<file path="src/rtl/gatl_pkg.sv">
// Shared types, codes and helpers for the glyph atlas text layout block.
`default_nettype none

package gatl_pkg;

	// Command codes carried by an input beat.
	localparam logic [1:0] CMD_SET   = 2'd0;
	localparam logic [1:0] CMD_START = 2'd1;
	localparam logic [1:0] CMD_TEXT  = 2'd2;

	// Status codes carried by a result beat.
	localparam logic [1:0] ST_DRAW      = 2'd0;
	localparam logic [1:0] ST_BAD_TEXT  = 2'd1;
	localparam logic [1:0] ST_BAD_GLYPH = 2'd2;

	// Character codes with a meaning of their own.
	localparam logic [7:0] CODE_FIRST   = 8'd32;
	localparam logic [7:0] CODE_LAST    = 8'd126;
	localparam logic [7:0] CODE_NEWLINE = 8'd10;
	localparam logic [7:0] CODE_END     = 8'd0;

	// One glyph rectangle in the atlas.
	typedef struct packed {
		logic signed [15:0] x;
		logic signed [15:0] y;
		logic [7:0]         w;
		logic [7:0]         h;
	} glyph_entry_t;

	// Adds an unsigned step to a signed coordinate, clamping at the positive limit.
	// The step is never negative, so only positive overflow can occur.
	function automatic logic signed [15:0] sat_add16(input logic signed [15:0] a,
		input logic [7:0] b);
		logic [16:0] sum;
		sum = {a[15], a} + {9'd0, b};
		if (sum[16] != sum[15]) begin
			return 16'sh7FFF;
		end
		return sum[15:0];
	endfunction

endpackage

`default_nettype wire

</file>
<file path="src/rtl/gatl_req_if.sv">
// Input channel: one command beat with its payload.
`default_nettype none

interface gatl_req_if;
	logic               valid;
	logic               ready;
	logic [1:0]         cmd;
	logic [7:0]         char_code;
	logic signed [15:0] rect_x;
	logic signed [15:0] rect_y;
	logic [7:0]         rect_w;
	logic [7:0]         rect_h;

	modport source (output valid, cmd, char_code, rect_x, rect_y, rect_w, rect_h,
		input ready);
	modport sink (input valid, cmd, char_code, rect_x, rect_y, rect_w, rect_h,
		output ready);
endinterface

`default_nettype wire

</file>
<file path="src/rtl/gatl_rsp_if.sv">
// Output channel: one copy command or error beat.
`default_nettype none

interface gatl_rsp_if;
	logic               valid;
	logic               ready;
	logic [1:0]         status;
	logic signed [15:0] src_x;
	logic signed [15:0] src_y;
	logic [7:0]         glyph_w;
	logic [7:0]         glyph_h;
	logic signed [15:0] dest_x;
	logic signed [15:0] dest_y;

	modport source (output valid, status, src_x, src_y, glyph_w, glyph_h, dest_x, dest_y,
		input ready);
	modport sink (input valid, status, src_x, src_y, glyph_w, glyph_h, dest_x, dest_y,
		output ready);
endinterface

`default_nettype wire

</file>
<file path="src/rtl/gatl_glyph_mem.sv">
// Glyph rectangle memory with per-entry valid bits and a registered read port.
`default_nettype none

module gatl_glyph_mem #(
	parameter int GLYPH_COUNT = 95,
	parameter int IDX_W       = 7
) (
	input  wire                         clk,
	input  wire                         arst_n,
	input  wire                         wr_en,
	input  wire [IDX_W-1:0]             wr_idx,
	input  wire gatl_pkg::glyph_entry_t wr_data,
	input  wire                         rd_en,
	input  wire [IDX_W-1:0]             rd_idx,
	output gatl_pkg::glyph_entry_t      rd_data
);
	import gatl_pkg::*;

	glyph_entry_t           mem [GLYPH_COUNT];
	logic [GLYPH_COUNT-1:0] written_q;
	glyph_entry_t           rd_data_q;
	logic                   rd_written_q;

	// Storage array; entries hold garbage until written.
	always_ff @(posedge clk) begin
		if (wr_en) begin
			mem[wr_idx] <= wr_data;
		end
		if (rd_en) begin
			rd_data_q <= mem[rd_idx];
		end
	end

	// Valid bits mark written entries and clear at once on reset.
	always_ff @(posedge clk or negedge arst_n) begin
		if (!arst_n) begin
			written_q    <= '0;
			rd_written_q <= 1'b0;
		end else begin
			if (wr_en) begin
				written_q[wr_idx] <= 1'b1;
			end
			if (rd_en) begin
				rd_written_q <= written_q[rd_idx];
			end
		end
	end

	// An entry never written reads as an all-zero rectangle.
	assign rd_data = rd_written_q ? rd_data_q : '0;

endmodule

`default_nettype wire

</file>
<file path="src/rtl/glyph_atlas_text_layout_unit.sv">
// A result beat is registered in stage one at accept and then in the output register.
// Throughput: one input beat per cycle while stage one does not stall; the glyph memory
// read at accept time and the cursor update as stage one retires set that figure.
// While a result waits in the output register, input beats keep flowing until another
// beat that has a result reaches stage one; that beat then stalls the input.
// Reset clears the cursor, origin, tallest height, end-of-string flag and output valid;
// the glyph table reads as all zero until each entry is written.
`default_nettype none

module glyph_atlas_text_layout_unit #(
	parameter int GLYPH_COUNT = 95
) (
	input wire         clk,
	input wire         arst_n,
	gatl_req_if.sink   req,
	gatl_rsp_if.source rsp
);
	import gatl_pkg::*;

	localparam int IDX_W = (GLYPH_COUNT > 1) ? $clog2(GLYPH_COUNT) : 1;

	// Input decode of the glyph code.
	logic [7:0]       code_off;
	logic             code_ok;
	logic [IDX_W-1:0] code_idx;
	logic             accept;
	logic             mem_wr;
	glyph_entry_t     wr_entry;
	glyph_entry_t     rd_entry;

	// Stage one registers.
	logic               vld_s1;
	logic [1:0]         cmd_s1;
	logic               ok_s1;
	logic               is_end_s1;
	logic               is_nl_s1;
	logic signed [15:0] rx_s1;
	logic signed [15:0] ry_s1;
	logic [7:0]         rh_s1;

	// Layout state.
	logic signed [15:0] cur_x_q;
	logic signed [15:0] cur_y_q;
	logic signed [15:0] org_x_q;
	logic [7:0]         tall_q;
	logic               ended_q;

	// Output register.
	logic               rsp_valid_q;
	logic [1:0]         status_q;
	glyph_entry_t       src_q;
	logic signed [15:0] dest_x_q;
	logic signed [15:0] dest_y_q;

	// Next-state and result of the item in stage one.
	logic               has_res;
	logic [1:0]         res_status;
	glyph_entry_t       res_src;
	logic signed [15:0] nxt_x;
	logic signed [15:0] nxt_y;
	logic signed [15:0] nxt_org;
	logic [7:0]         nxt_tall;
	logic               nxt_ended;
	logic               s1_fire;

	assign code_off = req.char_code - CODE_FIRST;
	assign code_ok  = (req.char_code inside {[CODE_FIRST:CODE_LAST]}) &&
		({1'b0, code_off} < 9'(GLYPH_COUNT));
	assign code_idx = code_ok ? code_off[IDX_W-1:0] : '0;

	assign accept   = req.valid && req.ready;
	assign mem_wr   = accept && (req.cmd == CMD_SET) && code_ok;
	assign wr_entry = '{x: req.rect_x, y: req.rect_y, w: req.rect_w, h: req.rect_h};

	// The table is written and read at accept, so a later item sees every earlier write.
	gatl_glyph_mem #(
		.GLYPH_COUNT(GLYPH_COUNT),
		.IDX_W      (IDX_W)
	) u_glyph_mem (
		.clk    (clk),
		.arst_n (arst_n),
		.wr_en  (mem_wr),
		.wr_idx (code_idx),
		.wr_data(wr_entry),
		.rd_en  (accept),
		.rd_idx (code_idx),
		.rd_data(rd_entry)
	);

	// Stage one valid flag.
	always_ff @(posedge clk or negedge arst_n) begin
		if (!arst_n) begin
			vld_s1 <= 1'b0;
		end else if (accept) begin
			vld_s1 <= 1'b1;
		end else if (s1_fire) begin
			vld_s1 <= 1'b0;
		end
	end

	// Stage one payload.
	always_ff @(posedge clk) begin
		if (accept) begin
			cmd_s1    <= req.cmd;
			ok_s1     <= code_ok;
			is_end_s1 <= (req.char_code == CODE_END);
			is_nl_s1  <= (req.char_code == CODE_NEWLINE);
			rx_s1     <= req.rect_x;
			ry_s1     <= req.rect_y;
			rh_s1     <= req.rect_h;
		end
	end

	// Command decode, cursor arithmetic and result selection.
	always_comb begin
		has_res    = 1'b0;
		res_status = ST_DRAW;
		res_src    = '0;
		nxt_x      = cur_x_q;
		nxt_y      = cur_y_q;
		nxt_org    = org_x_q;
		nxt_tall   = tall_q;
		nxt_ended  = ended_q;
		case (cmd_s1)
			CMD_SET: begin
				if (!ok_s1) begin
					has_res    = 1'b1;
					res_status = ST_BAD_GLYPH;
				end else if (rh_s1 > tall_q) begin
					nxt_tall = rh_s1;
				end
			end
			CMD_START: begin
				nxt_x     = rx_s1;
				nxt_y     = ry_s1;
				nxt_org   = rx_s1;
				nxt_ended = 1'b0;
			end
			CMD_TEXT: begin
				if (!ended_q) begin
					if (is_end_s1) begin
						nxt_ended = 1'b1;
					end else if (is_nl_s1) begin
						nxt_y = sat_add16(cur_y_q, tall_q);
						nxt_x = org_x_q;
					end else if (!ok_s1) begin
						has_res    = 1'b1;
						res_status = ST_BAD_TEXT;
					end else begin
						has_res = 1'b1;
						res_src = rd_entry;
						nxt_x   = sat_add16(cur_x_q, rd_entry.w);
					end
				end
			end
			default: begin
			end
		endcase
	end

	// Stage one moves on unless its result has nowhere to go.
	assign s1_fire   = vld_s1 && (!has_res || !rsp_valid_q || rsp.ready);
	assign req.ready = !vld_s1 || s1_fire;

	// Layout state commits as the stage one item retires.
	always_ff @(posedge clk or negedge arst_n) begin
		if (!arst_n) begin
			cur_x_q <= '0;
			cur_y_q <= '0;
			org_x_q <= '0;
			tall_q  <= '0;
			ended_q <= 1'b0;
		end else if (s1_fire) begin
			cur_x_q <= nxt_x;
			cur_y_q <= nxt_y;
			org_x_q <= nxt_org;
			tall_q  <= nxt_tall;
			ended_q <= nxt_ended;
		end
	end

	// Output valid flag.
	always_ff @(posedge clk or negedge arst_n) begin
		if (!arst_n) begin
			rsp_valid_q <= 1'b0;
		end else if (s1_fire && has_res) begin
			rsp_valid_q <= 1'b1;
		end else if (rsp.ready) begin
			rsp_valid_q <= 1'b0;
		end
	end

	// Output payload; the cursor is shown only on a draw command.
	always_ff @(posedge clk) begin
		if (s1_fire && has_res) begin
			status_q <= res_status;
			src_q    <= res_src;
			dest_x_q <= (res_status == ST_DRAW) ? cur_x_q : '0;
			dest_y_q <= (res_status == ST_DRAW) ? cur_y_q : '0;
		end
	end

	assign rsp.valid   = rsp_valid_q;
	assign rsp.status  = status_q;
	assign rsp.src_x   = src_q.x;
	assign rsp.src_y   = src_q.y;
	assign rsp.glyph_w = src_q.w;
	assign rsp.glyph_h = src_q.h;
	assign rsp.dest_x  = dest_x_q;
	assign rsp.dest_y  = dest_y_q;

endmodule

`default_nettype wire

</file>
<file path="src/flat_wrapper.sv">
// flat-port wrapper written by rule: the top's interface ports become plain ports
module glyph_atlas_text_layout_unit_flat import gatl_pkg::*;
#(
	parameter int GLYPH_COUNT = 95
)
  (clk, arst_n, req_valid, req_cmd, req_char_code, req_rect_x, req_rect_y, req_rect_w, req_rect_h, req_ready, rsp_valid, rsp_status, rsp_src_x, rsp_src_y, rsp_glyph_w, rsp_glyph_h, rsp_dest_x, rsp_dest_y, rsp_ready);
  gatl_req_if req_i ();
  gatl_rsp_if rsp_i ();
  input wire clk;
  input wire arst_n;
  input wire logic [$bits(req_i.valid)-1:0] req_valid;
  input wire logic [$bits(req_i.cmd)-1:0] req_cmd;
  input wire logic [$bits(req_i.char_code)-1:0] req_char_code;
  input wire logic [$bits(req_i.rect_x)-1:0] req_rect_x;
  input wire logic [$bits(req_i.rect_y)-1:0] req_rect_y;
  input wire logic [$bits(req_i.rect_w)-1:0] req_rect_w;
  input wire logic [$bits(req_i.rect_h)-1:0] req_rect_h;
  output wire logic [$bits(req_i.ready)-1:0] req_ready;
  output wire logic [$bits(rsp_i.valid)-1:0] rsp_valid;
  output wire logic [$bits(rsp_i.status)-1:0] rsp_status;
  output wire logic [$bits(rsp_i.src_x)-1:0] rsp_src_x;
  output wire logic [$bits(rsp_i.src_y)-1:0] rsp_src_y;
  output wire logic [$bits(rsp_i.glyph_w)-1:0] rsp_glyph_w;
  output wire logic [$bits(rsp_i.glyph_h)-1:0] rsp_glyph_h;
  output wire logic [$bits(rsp_i.dest_x)-1:0] rsp_dest_x;
  output wire logic [$bits(rsp_i.dest_y)-1:0] rsp_dest_y;
  input wire logic [$bits(rsp_i.ready)-1:0] rsp_ready;
  assign req_i.valid = req_valid;
  assign req_i.cmd = req_cmd;
  assign req_i.char_code = req_char_code;
  assign req_i.rect_x = req_rect_x;
  assign req_i.rect_y = req_rect_y;
  assign req_i.rect_w = req_rect_w;
  assign req_i.rect_h = req_rect_h;
  assign req_ready = req_i.ready;
  assign rsp_valid = rsp_i.valid;
  assign rsp_status = rsp_i.status;
  assign rsp_src_x = rsp_i.src_x;
  assign rsp_src_y = rsp_i.src_y;
  assign rsp_glyph_w = rsp_i.glyph_w;
  assign rsp_glyph_h = rsp_i.glyph_h;
  assign rsp_dest_x = rsp_i.dest_x;
  assign rsp_dest_y = rsp_i.dest_y;
  assign rsp_i.ready = rsp_ready;
  glyph_atlas_text_layout_unit #(.GLYPH_COUNT(GLYPH_COUNT)) u_core (.clk(clk), .arst_n(arst_n), .req(req_i), .rsp(rsp_i));
endmodule
</file>
<file path="config.mk">
export PLATFORM = sky130hd
export DESIGN_NAME = glyph_atlas_text_layout_unit_flat
export DESIGN_NICKNAME = d
export VERILOG_FILES = /design/src/rtl/gatl_pkg.sv /design/src/rtl/gatl_req_if.sv /design/src/rtl/gatl_rsp_if.sv /design/src/rtl/gatl_glyph_mem.sv /design/src/rtl/glyph_atlas_text_layout_unit.sv /design/src/flat_wrapper.sv
export SDC_FILE = /design/constraint.sdc
export NUM_CORES = 2
export LEC_CHECK = 0
export BUFFER_PORTS_ARGS = -buffer_cell sky130_fd_sc_hd__buf_4
export CELL_PAD_IN_SITES_DETAIL_PLACEMENT = 0
export CELL_PAD_IN_SITES_GLOBAL_PLACEMENT = 2
export CORE_UTILIZATION = 55
export DETAILED_ROUTE_END_ITERATION = 8
export GPL_ROUTABILITY_DRIVEN = 0
export HOLD_SLACK_MARGIN = 0.12
export PLACE_DENSITY = 0.87
export SYNTH_ARGS = -nofsm -noshare
export SYNTH_HDL_FRONTEND = slang
export SYNTH_HIERARCHICAL = 1
export SYNTH_MEMORY_MAX_BITS = 65536
export SYNTH_SLANG_ARGS = --single-unit
export TNS_END_PERCENT = 50
</file>
<file path="constraint.sdc">
create_clock -name clk -period 10.4 [get_ports clk]
set_input_delay 2.6 -clock clk [delete_from_list [all_inputs] [get_ports clk]]
set_output_delay 2.6 -clock clk [all_outputs]
set_load 0.1 [all_outputs]
</file>
[Word level (Yosys, flattened, before mapping)]
Memories as Yosys holds them, arrays and structs flattened. A register that Yosys moved wholly into a read port is not among the register bits.
Cells that the tools add are included.
Storage, ports and cells
  bits in registers: 282
  bits in writable memories: 4560
  input bits: 62
  output and inout port bits: 84
  word-level logic and storage cells: 124
  memories kept: 1
Memory list
  u_core.u_glyph_mem.mem: depth 95, width 48, rd ports 1, clocked after memory_dff 1, wr ports 1, line gatl_glyph_mem.sv:19  | glyph_entry_t mem [GLYPH_COUNT];
Operators by class
  $add $sub $neg: 3
  $lt $le $gt $ge: 6
  equal/unequal tests: 9
  muxes and demuxes: 50
  bitwise gates (word level): 4
  reductions and logical operators: 28
Operators by type and width (count)
  two-way mux 16 bit: 12
  bitwise OR 95 bit: 1
  case mux 16 bit (2 select lines): 2
  adder 16 x 9 -> 17 bit: 2
  two-way mux 1 bit: 26
  AND reduction 5 bit: 2
  == test 8 x 4 -> 1 bit, second input constant: 1
  greater-or-equal comparator 8 x 6 -> 1 bit, second input constant: 1
  greater-than comparator 8 bit: 1
  <= comparator 8 x 7 -> 1 bit, second input constant: 1
  logical AND 1 bit: 8
  logical NOT 8 bit: 1
  less-than comparator 7 x 8 -> 1 bit, second input constant: 1
  less-than comparator 8 x 7 -> 1 bit, second input constant: 1
  two-way mux 2 bit: 4
  subtractor 8 x 6 -> 8 bit, second input constant: 1
  binary-select mux 1 bit (select 7 bit): 1
  demux 1 bit (select 7 bit): 1
  greater-or-equal comparator 7 x 1 -> 1 bit, second input constant: 1
  two-way mux 7 bit: 1
  logical NOT 2 bit: 3
  nonzero test 2 bit: 3
  OR reduction 6 bit: 1
  OR reduction 5 bit: 1
  13 further kinds: 23

[Longest topological paths before layout]
  word-level depth: 15
  depth in mapped cells: 18
  mapped depth without buffers: 14

[Hierarchy]
The synthesis kept the hierarchy.
By module, submodules not included
  gatl_glyph_mem: times used 1, cells an instance 7499, area an instance 178374.8 um^2, sequential area each 140775.0 um^2
  glyph_atlas_text_layout_unit: times used 1, cells an instance 666, area an instance 8533.2 um^2, sequential area each 5290.1 um^2

[Worst setup path before layout]
Ideal clock, no wire load.
  path type: input -> register
  start: in rsp_ready
  end: mem u_core/u_glyph_mem/mem[24][0] (netlist name) (enable)
  setup time: 0.455 ns
  data arrival time: 9.009 ns
  required time: 9.945 ns
  slack: 0.936 ns
  cell stages on the path: 9
  buffers on the path: 1
  cells stage by stage: nand2b_1 o21bai_4 inv_1 nand2_1 and2_1 and3_1 clkbuf_1 nand3b_1 nor2_1
Between the ends
  longest elaborated chain between the ends: 8
RTL lines
  start, declared: line flat_wrapper.sv:27  | input wire logic [$bits(rsp_i.ready)-1:0] rsp_ready;
  logical OR 1 bit: line glyph_atlas_text_layout_unit.sv:162  | assign s1_fire = vld_s1 && (!has_res || !rsp_valid_q || rsp.ready);
  logical AND 1 bit: line glyph_atlas_text_layout_unit.sv:162
  logical OR 1 bit: line glyph_atlas_text_layout_unit.sv:163  | assign req.ready = !vld_s1 || s1_fire;
  named net req_ready: line flat_wrapper.sv:18  | output wire logic [$bits(req_i.ready)-1:0] req_ready;
  logical AND 1 bit: line glyph_atlas_text_layout_unit.sv:71  | assign accept = req.valid && req.ready;
  named net u_core.accept: line glyph_atlas_text_layout_unit.sv:26  | logic accept;
  logical AND 1 bit (2 in a row): line glyph_atlas_text_layout_unit.sv:72  | assign mem_wr = accept && (req.cmd == CMD_SET) && code_ok;
  named net u_core.mem_wr: line glyph_atlas_text_layout_unit.sv:27  | logic mem_wr;
  two-way mux 1 bit: line gatl_glyph_mem.sv:26  | if (wr_en) begin
  two-way mux 1 bit (implied by the code): line gatl_glyph_mem.sv:27  | mem[wr_idx] <= wr_data;
  end, declared: line gatl_glyph_mem.sv:19
The timed path passes the listed nets, and every way through them passes these cells.

[Worst setup path in the final report]
  start: in req_char_code[5]
  end: reg, netlist name u_core/u_glyph_mem/rd_data_q[31]
Between the ends
  longest elaborated chain between the ends: 4
  elaborated cells on any way between the ends: 7
  classes of those cells: add/sub: 1; order compare: 3; mux: 1; reduce/logical: 2
RTL lines
  start, declared: line flat_wrapper.sv:13  | input wire logic [$bits(req_i.char_code)-1:0] req_char_code;
  subtractor 8 x 6 -> 8 bit (tied with other cells): line glyph_atlas_text_layout_unit.sv:66  | assign code_off = req.char_code - CODE_FIRST;
  less-than comparator 8 x 7 -> 1 bit / logical AND 1 bit (equally long branches): line glyph_atlas_text_layout_unit.sv:68, glyph_atlas_text_layout_unit.sv:67
  logical AND 1 bit (*): line glyph_atlas_text_layout_unit.sv:67  | assign code_ok = (req.char_code inside {[CODE_FIRST:CODE_LAST]}) &&
  named net u_core.code_ok: line glyph_atlas_text_layout_unit.sv:24  | logic code_ok;
  two-way mux 7 bit (*): line glyph_atlas_text_layout_unit.sv:69  | assign code_idx = code_ok ? code_off[IDX_W-1:0] : '0;
  named net u_core.code_idx[0]: line glyph_atlas_text_layout_unit.sv:25  | logic [IDX_W-1:0] code_idx;
The timed path passes the listed nets; every way through them passes the cells marked *.
A chain may end at the register's enable or synchronous reset.

==> metrics.txt <==
First DRT Iteration DRCs 13.1k; Post-synth top flop edfxtp_1; highest clock rate ~130 MHz; GRT Resource Usage Total between 20 and 30%; deepest clock path buffer count 4; Crit-path slowest cell o22ai_1; Setup-failing EPs final 0; Clock Sinks about 4.9k; Reg2Reg Setup Slack 5.35 ns; Netlist cell types 78; P_leak 65.4 nW; Seq cells post-synth approximately 5k; cell chain of the critical path buf_4 -> inv_1 -> ha_1 -> nand4_1 -> a21oi_1 -> nor2_1 -> nor3_1 -> and2_4 -> buf_12 -> buf_4 -> mux4_2 -> mux4_2 -> o22ai_1 -> nor2_1; max_slew headroom -3.10%; vias in the first global route 91.0k; # fillers around 22k; Die Y-Extent about 600 um; chip width 585 um; DR DRC count 0; crit path max fanout 66; synth top area cells edfxtp_1 (76%), mux4_2 (15%), dfrtp_1 (2.1%); Simple-Gate Fraction of Synth Area under 10%; Compound-Gate Fraction of Synth Area 2.08%; Hold WC Path Type flip-flop to flip-flop; H-tree levels 5; EDFF count, synth 4735; crit path kind input pin to flip-flop; DR vias/cell 6.76; slew at the pin closest to its max-slew limit 1.55 ns; Synth Area in XOR/XNOR less than 1%; antenna viol nets, final 0; most common cell in the netlist edfxtp_1; asr flop ratio synth 3.17%; Syn Nets 8260; first-pass GRT wire length between 600 and 700 mm; Yosys warnings 6; setup TNS 0 ns; most frequent cells after synthesis edfxtp_1 (4735), mux4_2 (1224), mux2i_1 (228); crit path DAT 8.63 ns; Syn Area/Cell 22.9 um2; Final HPWL DP 273 mm; synthesized cell area 0.187 mm2; grt ovf 0; TritonCTS clock tree built; worst hold start u_core/u_glyph_mem/written_q[74]$_DFFE_PN0P_; Port Buffers between 100 and 150; Gate Count Post-Synth 8165; WL final 494 mm; adder-cell area share of the yosys netlist 0.229%; Placeable Area approximately 0.34 mm2; Max Transition Viols Final 2; setup bufs post-CTS 0; RR Endpoint u_core/u_glyph_mem/mem[0][17]$_DFFE_PP_; FF-to-FF path depth 12; post-synth top area share 76.1%; failing checks max-capacitance violations, max-slew violations; RSZ-0062 raised after global routing false; Vias between 90k and 100k; Hold Path Sink u_core/u_glyph_mem/written_q[74]$_DFFE_PN0P_; synthesis-to-layout area growth 12.6%; utilization after layout 62.4%; Hold-fix buffers, CTS 0; WP data required 11.08 ns; final hold vios 0; largest net degree at the start of global routing 129; row count roughly 210; pwr dens 197 mW/mm2; max-cap violation count 1; Worst-Skew Late Latency 1.02 ns; Post-layout nets 8752; total die area 0.342 mm2; CP Launch Type input pin; Fin Hold WS 0.467 ns; post-CTS sizing 0; Clock Tree Root clkbuf_16; Crit path largest cell delay 1.18 ns; DRT Pass-1 Iters 5; Final Critical Period 7.95 ns; Reg2Reg Launch Point u_core/cmd_s1[0]$_DFFE_PP_; initial antenna violation count 27; CTS Buf Count 462; outcome finished with violations; IO Pins 146; worst vdd ir 175 uV; share of layout cells above drive strength 1 slightly below 30%; Final period util 76.5%; register clock-pin slew on the reported worst setup and hold paths 0.06 ns; CP Capture Type flip-flop; initial core utilization between 50 and 60%; wire per inst roughly 36 um; sequential fraction of the synthesis area 78.1%; Synth area leader edfxtp_1; Max Clock Skew 0.0412 ns; Hold Path Depth 1; largest family of logic cells by synthesized area multiplexers; mux share of post-synthesis cell area between 15 and 20%
## metrics by stage
stage          worst slack (ns)  instances  instance area (um2)  power (mW)
2_1_floorplan             0.936       8165               187000        23.7
3_3_place_gp              0.555      12704               195000        24.7
3_5_place_dp               1.47      12708               195000        24.8
4_1_cts                    2.46      13565               210000        41.5
5_1_grt                    2.40      13575               211000        42.4
6_report                   2.45      13589               211000        41.4
## area by class of cell
cell class | count | area [um2] | share of cell area, %
antenna | 24 | 60.1 | 0.0285
clock buffer | 562 | 12200 | 5.79
clock inverter | 295 | 3110 | 1.48
inverter | 25 | 96.3 | 0.0458
multi-input combinational | 2816 | 39400 | 18.7
sequential | 4890 | 146000 | 69.4
tap | 4515 | 5650 | 2.68
timing repair buffer | 462 | 4010 | 1.90
## where the power goes
group	leakage (nW)	switching, mW	internal [mW]	total [mW]
Combinational	13.2	1.58	0.885	2.46
Sequential	44.7	0.137	21.8	21.9
Clock	7.49	7.26	9.79	17.0
## flip-flops by register name, indices dropped and copies added, names as in the netlist, 16 cells and up
signal	flops
u_core/rx_s1	16
u_core/org_x_q	16
u_core/rsp.src_y	16
u_core/rsp.src_x	16
u_core/cur_x_q	16
u_core/u_glyph_mem/written_q	95
u_core/rsp.dest_x	16
u_core/rsp.dest_y	16
u_core/u_glyph_mem/rd_data_q	48
u_core/ry_s1	16
u_core/cur_y_q	16
u_core/u_glyph_mem/mem	4560
## worst max-delay path: cells and delay by family
| kind | cells | cell delay, ns |
|---|---|---|
| AO/OA/AOI/OAI | 2 | 1.34 |
| adder cells (fa/ha/maj) | 1 | 0.36 |
| buffers and inverters | 4 | 1.21 |
| multiplexers | 2 | 1.07 |
| AND/OR/NAND/NOR | 5 | 1.84 |
## metal layers
layer	vias to the layer above	track usage, %	routed length, um
met3	948	5.60	56200
met2	6177	45.8	236000
met5	-	0	13
met4	2	11.5	22600
li1	35759	-	-
met1	49041	40.4	179000
## how the worst max path moves through the flow
| stage | start | to | slack, ns | cells past startpoint |
|---|---|---|---|---|
| 2_1_floorplan | rsp_ready | u_core/u_glyph_mem/mem[24][0]$_DFFE_PP_ | 0.94 | 9 |
| 3_3_place_gp | req_char_code[5] | u_core/u_glyph_mem/rd_data_q[21]$_DFFE_PP_ | 0.55 | 16 |
| 3_5_place_dp | req_char_code[5] | u_core/u_glyph_mem/rd_data_q[33]$_DFFE_PP_ | 1.47 | 16 |
| 4_1_cts | req_char_code[5] | u_core/u_glyph_mem/rd_data_q[33]$_DFFE_PP_ | 2.46 | 16 |
| 5_1_grt | req_char_code[5] | u_core/u_glyph_mem/rd_data_q[31]$_DFFE_PP_ | 2.40 | 14 |
| 6_report | req_char_code[5] | u_core/u_glyph_mem/rd_data_q[31]$_DFFE_PP_ | 2.45 | 14 |
## kinds of logic (layout without fill, tap and decap cells)
group           count (synthesis)  in the layout
xor+xnor                       13             13
fa+ha+maj                      33             33
other cells                     0             24
compound gates                577            577
simple gates                  706            706
flops                        4890           4890
mux                          1487           1487
buf+inv                       459           1344
## cell usage in the layout, fill, tap and decap left out, types with 15 or more instances in the layout
cell and n:
buf_4 418, mux2_2 15, nand4_1 19, mux4_2 1224, dfrtp_1 154, nor2_1 102, or2_2 98, edfxtp_1 4735
mux2i_1 228, clkinv_2 96, clkinv_1 99, nand2_1 91, bufinv_16 59, clkinvlp_4 15, ha_1 31, o21ai_0 70
o41ai_1 21, nand3_1 65, a31oi_1 18, o41ai_2 22, a22oi_1 118, and3_1 55, inv_1 23, a21oi_1 31
nor2b_1 18, buf_12 43, clkbuf_16 469, and2_1 85, o22ai_1 223, nor2_4 99, clkbuf_1 83, diode_2 24
(Power assumes the default switching activity.)
